`config.mk`:
```
export PLATFORM = sky130hd
export DESIGN_NAME = rcps_div
export DESIGN_NICKNAME = d
export VERILOG_FILES = /design/src/hw/rtl/rcps_pkg.sv /design/src/hw/rtl/rcps_div.sv
export SDC_FILE = /design/constraint.sdc
export NUM_CORES = 1
export LEC_CHECK = 0
export BUFFER_PORTS_ARGS = -buffer_cell sky130_fd_sc_hd__buf_2
export CAP_MARGIN = 20
export CORE_MARGIN = 5
export CORE_UTILIZATION = 50
export DETAILED_ROUTE_END_ITERATION = 8
export PLACE_DENSITY = 0.76
export SKIP_LAST_GASP = 1
export SYNTH_ARGS = -nofsm -noshare
export SYNTH_HDL_FRONTEND = slang
export SYNTH_SLANG_ARGS = --single-unit
export TNS_END_PERCENT = 5
```
`constraint.sdc`:
```
create_clock -name clk_i -period 12.1 [get_ports clk_i]
set_input_delay 1.815 -clock clk_i [delete_from_list [all_inputs] [get_ports clk_i]]
set_output_delay 1.815 -clock clk_i [all_outputs]
set_load 0.01 [all_outputs]
```
`src/hw/rtl/rcps_pkg.sv`:
```
// Shared types, constants and sequencer states for the charged particle ring block.
package rcps_pkg;

  localparam int unsigned NUM_PARTICLES_DEF = 5;
  localparam int unsigned NUM_LEDS_DEF      = 85;

  localparam int unsigned POS_W     = 24;
  localparam int unsigned VEL_W     = 40;
  localparam int unsigned SPEED_W   = 16;
  localparam int unsigned ELAPSED_W = 16;
  localparam int unsigned PIDX_W    = 3;
  localparam int unsigned LED_IDX_W = 7;

  localparam int unsigned POS_HALF = 2 ** (POS_W - 1);
  localparam int unsigned POS_FULL = 2 ** POS_W;

  localparam logic [SPEED_W-1:0] SPEED_RESET = 16'd256;

  localparam logic KIND_LOAD = 1'b0;
  localparam logic KIND_TICK = 1'b1;

  // shared multiplier: signed a times unsigned b
  localparam int unsigned MUL_A_W = 29;
  localparam int unsigned MUL_B_W = 24;
  localparam int unsigned MUL_P_W = MUL_A_W + MUL_B_W + 1;

  // dt = floor(speed * elapsed / 2560) = floor((prod >> 9) / 5)
  localparam int unsigned PROD_W       = SPEED_W + ELAPSED_W;
  localparam int unsigned DT_PRE_SHIFT = 9;
  localparam int unsigned RECIP_SHIFT  = 26;
  localparam logic [MUL_B_W-1:0] RECIP5 = 24'hCCCCCD;
  localparam int unsigned DT_W         = 21;

  // force sum, worst case fifteen neighbors at half a ring
  localparam int unsigned SUM_W = 28;

  // dv = floor((1000 - S*dt) / 2000) = floor(((1000 - S*dt) >>> 4) / 125)
  localparam int unsigned Y_W        = 50;
  localparam int unsigned ROUND_BIAS = 1000;
  localparam int unsigned PRE_SHIFT  = 4;
  localparam int unsigned Z_W        = Y_W - PRE_SHIFT;

  localparam int unsigned DIV_W     = 48;
  localparam int unsigned DIV_D     = 125;
  localparam int unsigned DIV_STEP  = 4;
  localparam int unsigned DIV_STEPS = DIV_W / DIV_STEP;
  localparam int unsigned REM_W     = $clog2(DIV_D);

  typedef struct packed {
    logic                 kind;
    logic [PIDX_W-1:0]    particle;
    logic [POS_W-1:0]     position;
    logic                 positive;
    logic [ELAPSED_W-1:0] elapsed_ms;
  } part_req_t;

  typedef struct packed {
    logic [LED_IDX_W-1:0] led_index;
    logic                 polarity;
    logic                 last;
  } led_req_t;

  typedef enum logic [3:0] {
    ST_IDLE,
    ST_DT_PROD,
    ST_DT_RECIP,
    ST_DT_SET,
    ST_FETCH,
    ST_SUM,
    ST_FMUL,
    ST_FDIV,
    ST_FWAIT,
    ST_VUPD,
    ST_PMUL,
    ST_PUPD,
    ST_LMUL,
    ST_LED
  } state_e;

endpackage

```
`src/hw/rtl/rcps_div.sv`:
```
// Iterative unsigned divider by a constant, four quotient bits per cycle.
module rcps_div (
  input  logic                             clk_i,
  input  logic                             rst_ni,
  input  logic                             start_i,
  input  logic [rcps_pkg::DIV_W-1:0]       dividend_i,
  output logic                             done_o,
  output logic [rcps_pkg::DIV_W-1:0]       quotient_o
);

  localparam int unsigned DIV_W = rcps_pkg::DIV_W;
  localparam int unsigned REM_W = rcps_pkg::REM_W;
  localparam int unsigned CNT_W = $clog2(rcps_pkg::DIV_STEPS);
  localparam logic [REM_W:0] DIVISOR = (REM_W + 1)'(rcps_pkg::DIV_D);
  localparam logic [CNT_W-1:0] LAST_STEP = CNT_W'(rcps_pkg::DIV_STEPS - 1);

  logic [DIV_W-1:0] work_q, work_d;
  logic [REM_W-1:0] rem_q, rem_d;
  logic [CNT_W-1:0] cnt_q;
  logic             busy_q;
  logic             done_q;

  // work register shifts dividend bits out the top and quotient bits in the bottom
  always_comb begin
    logic [REM_W:0]   trial;
    logic [REM_W-1:0] rem;
    logic [DIV_W-1:0] work;
    rem  = rem_q;
    work = work_q;
    for (int k = 0; k < rcps_pkg::DIV_STEP; k++) begin
      trial = {rem, work[DIV_W-1]};
      work  = {work[DIV_W-2:0], 1'b0};
      if (trial >= DIVISOR) begin
        trial   = trial - DIVISOR;
        work[0] = 1'b1;
      end
      rem = trial[REM_W-1:0];
    end
    rem_d  = rem;
    work_d = work;
  end

  always_ff @(posedge clk_i or negedge rst_ni) begin
    if (!rst_ni) begin
      busy_q <= 1'b0;
      done_q <= 1'b0;
      cnt_q  <= '0;
    end else begin
      done_q <= 1'b0;
      if (start_i) begin
        busy_q <= 1'b1;
        cnt_q  <= '0;
      end else if (busy_q) begin
        cnt_q <= cnt_q + CNT_W'(1);
        if (cnt_q == LAST_STEP) begin
          busy_q <= 1'b0;
          done_q <= 1'b1;
        end
      end
    end
  end

  always_ff @(posedge clk_i) begin
    if (start_i) begin
      work_q <= dividend_i;
      rem_q  <= '0;
    end else if (busy_q) begin
      work_q <= work_d;
      rem_q  <= rem_d;
    end
  end

  assign done_o     = done_q;
  assign quotient_o = work_q;

endmodule

```
==> flow_summary.ini <==
[timing]
min_period_over_period = 0.3872
slew_headroom = 0.3222
hold_viol = 0
finalMaxSlewViolations = 0
setup_viol = 0
fin_setup_tns_ns = 0
fin_ws_ns = 7.415
rsz0062_at_grt = no
fin_crit_ns = 4.685
worstMarginPinSlew_ns = 1.015
skew_ns = 0.01038
fmax_mhz = 213.5

[floorplanning]
io_pins = 100
design.die.area_mm2 = 0.009077
coreArea_mm2 = 0.007176
initial_core_util = 0.5067
num_rows = 31
die-height_um = 95.28
fp.dieW_um = 95.28

[power]
p_total_uw = 825.1
peakVddDrop_mv = 0.1223
power.density_mw_per_mm2 = 189.0
p_leak_uw = 0.001848

[yosys]
synth.most_common_cell = edfxtp_1
yosys.area.top_type_share = 0.3964
synthesis.area_mm2 = 0.003636
synth_fa_ha_area_frac = 0.01721
ys_types = 71
synth_compound_area_frac = 0.1397
ys_top_cells_by_count = edfxtp_1 (48), mux2_2 (47), nor2_1 (25)
yosys_warnings = 0
synthArstFlopShare = 0.09836
synth_edf_count = 48
seq_area_frac_synth = 0.4763
synthCells = 303
synth_flop_cell = edfxtp_1
syn_nets = 359
synthSimpleGateAreaFrac = 0.1387
muxShareOfSynthArea = 0.1762
yosys_register_bits = 61
synth_area_per_cell_um2 = 12.00
synth_top_cell_by_area = edfxtp_1
synth_top_family_by_area = multiplexers
synthXorXnorAreaFrac = 0.02134
synthTopCellsByArea = edfxtp_1 (40%), mux2_2 (15%), dfrtp_1 (4.1%), dfxtp_1 (3.9%), nor2_1 (2.6%)

[clocking]
hold_buffers = 0
clk-insertion-delay-late_ns = 0.34
cts_tree = built
clockBufferDepth = 2
cts-resized-gates = 0
cts_setup_buffers = 0
cts.sinks = 61
cts_htree_levels = 3
numCtsBuffers = 9
cts.clk_slew.worst_paths_ns = 0.07
clockRootBuffer = clkbuf_8

[worst_setup_path]
crit_required_ns = 12.31
crit_arrival_ns = 4.90
cp-startpoint = quotient_o[47]
path_class = flip-flop to flip-flop
timing.rr.start = quotient_o[47]
cp-endpoint = rem_q[0]
rr_endpoint = rem_q[0]
cp_max_fo = 7
rrSetupSlack_ns = 7.42
rr_worst_depth = 17
crit_path_end_kind = flip-flop
crit_path_start_kind = flip-flop

[route]
routed_via_density = 5.667
drt_first_pass_iters = 5
vias = 2856
wl_per_cell_um = 17.22
drc = 0
finalWirelength_um = 8681
drt.antenna.violating_nets = 0
drtIter0Drc = 219

[global_routing]
grt_max_degree = 59
grt_antenna_before_repair = 0
grt_pass1_wl_um = 13910
grt_pass1_vias = 2857
track_usage = 0.1983
grt.overflow.total = 0

[placement]
place_ws_ns = 7.503
dp_hpwl_um = 6365
routabilityCongestion = 0.9399
placed_area_mm2 = 0.004185
io_buffer_count = 99

[finish]
design.final.nets = 456
design_area_mm2 = 0.004367
drive_above_1_share = 0.4593
antenna_cells = 0
syn2layout_area_growth_pct = 20.10
num-fill-cells = 569

[run_status]
status = finished clean

[hold_path]
hp-class = flip-flop to flip-flop

[job]
cap_violations = 0
==> cell type report <==
type | count | area, µm² | share of cell area
Clock buffer | 10 | 127.6 | 0.02923
Sequential cell | 61 | 1732 | 0.3966
Timing Repair Buffer | 101 | 510.5 | 0.1169
Inverter | 7 | 26.28 | 0.006017
Tap cell | 99 | 123.9 | 0.02837
Clock inverter | 6 | 53.80 | 0.01232
Multi-Input combinational cell | 220 | 1793 | 0.4106
==> stage by stage <==
| step | hold WS, ns | utilization | instances |
|---|---|---|---|
| 6_report | 0.5569 | 0.6085 | 504 |
| 5_1_grt | 0.5931 | 0.6085 | 504 |
| 4_1_cts | 0.5572 | 0.6085 | 504 |
| 3_5_place_dp | 0.5459 | 0.5833 | 488 |
| 3_3_place_gp | 0.5227 | 0.5833 | 488 |
| 2_1_floorplan | 0.4882 | - | 303 |
==> routing by layer <==
| layer | track usage | share of wire | up-vias |
|---|---|---|---|
| met5 | 0 | 0 | - |
| met4 | 0.1034 | 0.032 | 0 |
| met3 | 0.06235 | 0.094 | 24 |
| met2 | 0.2997 | 0.47 | 135 |
| met1 | 0.2542 | 0.41 | 1328 |
| li1 | - | - | 1369 |
==> power by group <==
group / internal (µW) / leakage (µW) / total [µW] / switching (µW)
registers: 265 / 0.000647 / 300 / 35.0
logic: 149 / 0.00111 / 355 / 206
clock network: 92.7 / 0.0000888 / 170 / 77.6
==> critical path: stages (launching register included) <==
cell	delay, ns
edfxtp_1	0.48
inv_1	0.10
ha_1	0.27
nand2b_2	0.15
a311o_1	0.39
and2_1	0.20
o21ai_2	0.25
o21ai_1	0.17
xnor2_1	0.35
ha_1	0.27
nor2_1	0.05
and4_2	0.24
a311o_1	0.29
a21o_1	0.20
xor2_1	0.37
o21ai_2	0.18
o31ai_1	0.22
or3b_1	0.37
==> sequential cells by signal, indices dropped and copies added, names as in the netlist <==
name	flops
busy_q	1
cnt_q	4
done_o	1
quotient_o	48
rem_q	7
==> cell usage in the layout (no fill, tap or decap), types with 6 or more instances in the layout <==
master,instances
nor2_1,25
o21ai_0,6
mux2i_1,7
nand3_1,7
dfxtp_1,7
a21oi_1,8
dfrtp_1,6
nand2_1,15
inv_1,6
mux2_2,47
edfxtp_1,48
buf_2,99
clkbuf_8,9
==> cell families after synthesis <==
| kind of cell | after synthesis |
|---|---|
| AND/OR/NAND/NOR | 89 |
| XOR/XNOR | 8 |
| flip-flops | 61 |
| AO/OA/AOI/OAI | 61 |
| buffers and inverters | 22 |
| adder cells (fa/ha/maj) | 5 |
| multiplexers | 57 |
==> worst min-delay path by stage <==
stage,slack (ns),to,from,cells past startpoint
6_report,0.56,rem_q[5],rem_q[5],2
5_1_grt,0.59,quotient_o[25],quotient_o[21],1
4_1_cts,0.56,rem_q[5],rem_q[5],2
3_5_place_dp,0.55,cnt_q[1],cnt_q[1],2
3_3_place_gp,0.52,cnt_q[3],cnt_q[3],2
2_1_floorplan,0.49,rem_q[5],rem_q[5],2
Note: power is estimated with default switching activity, not from simulation.
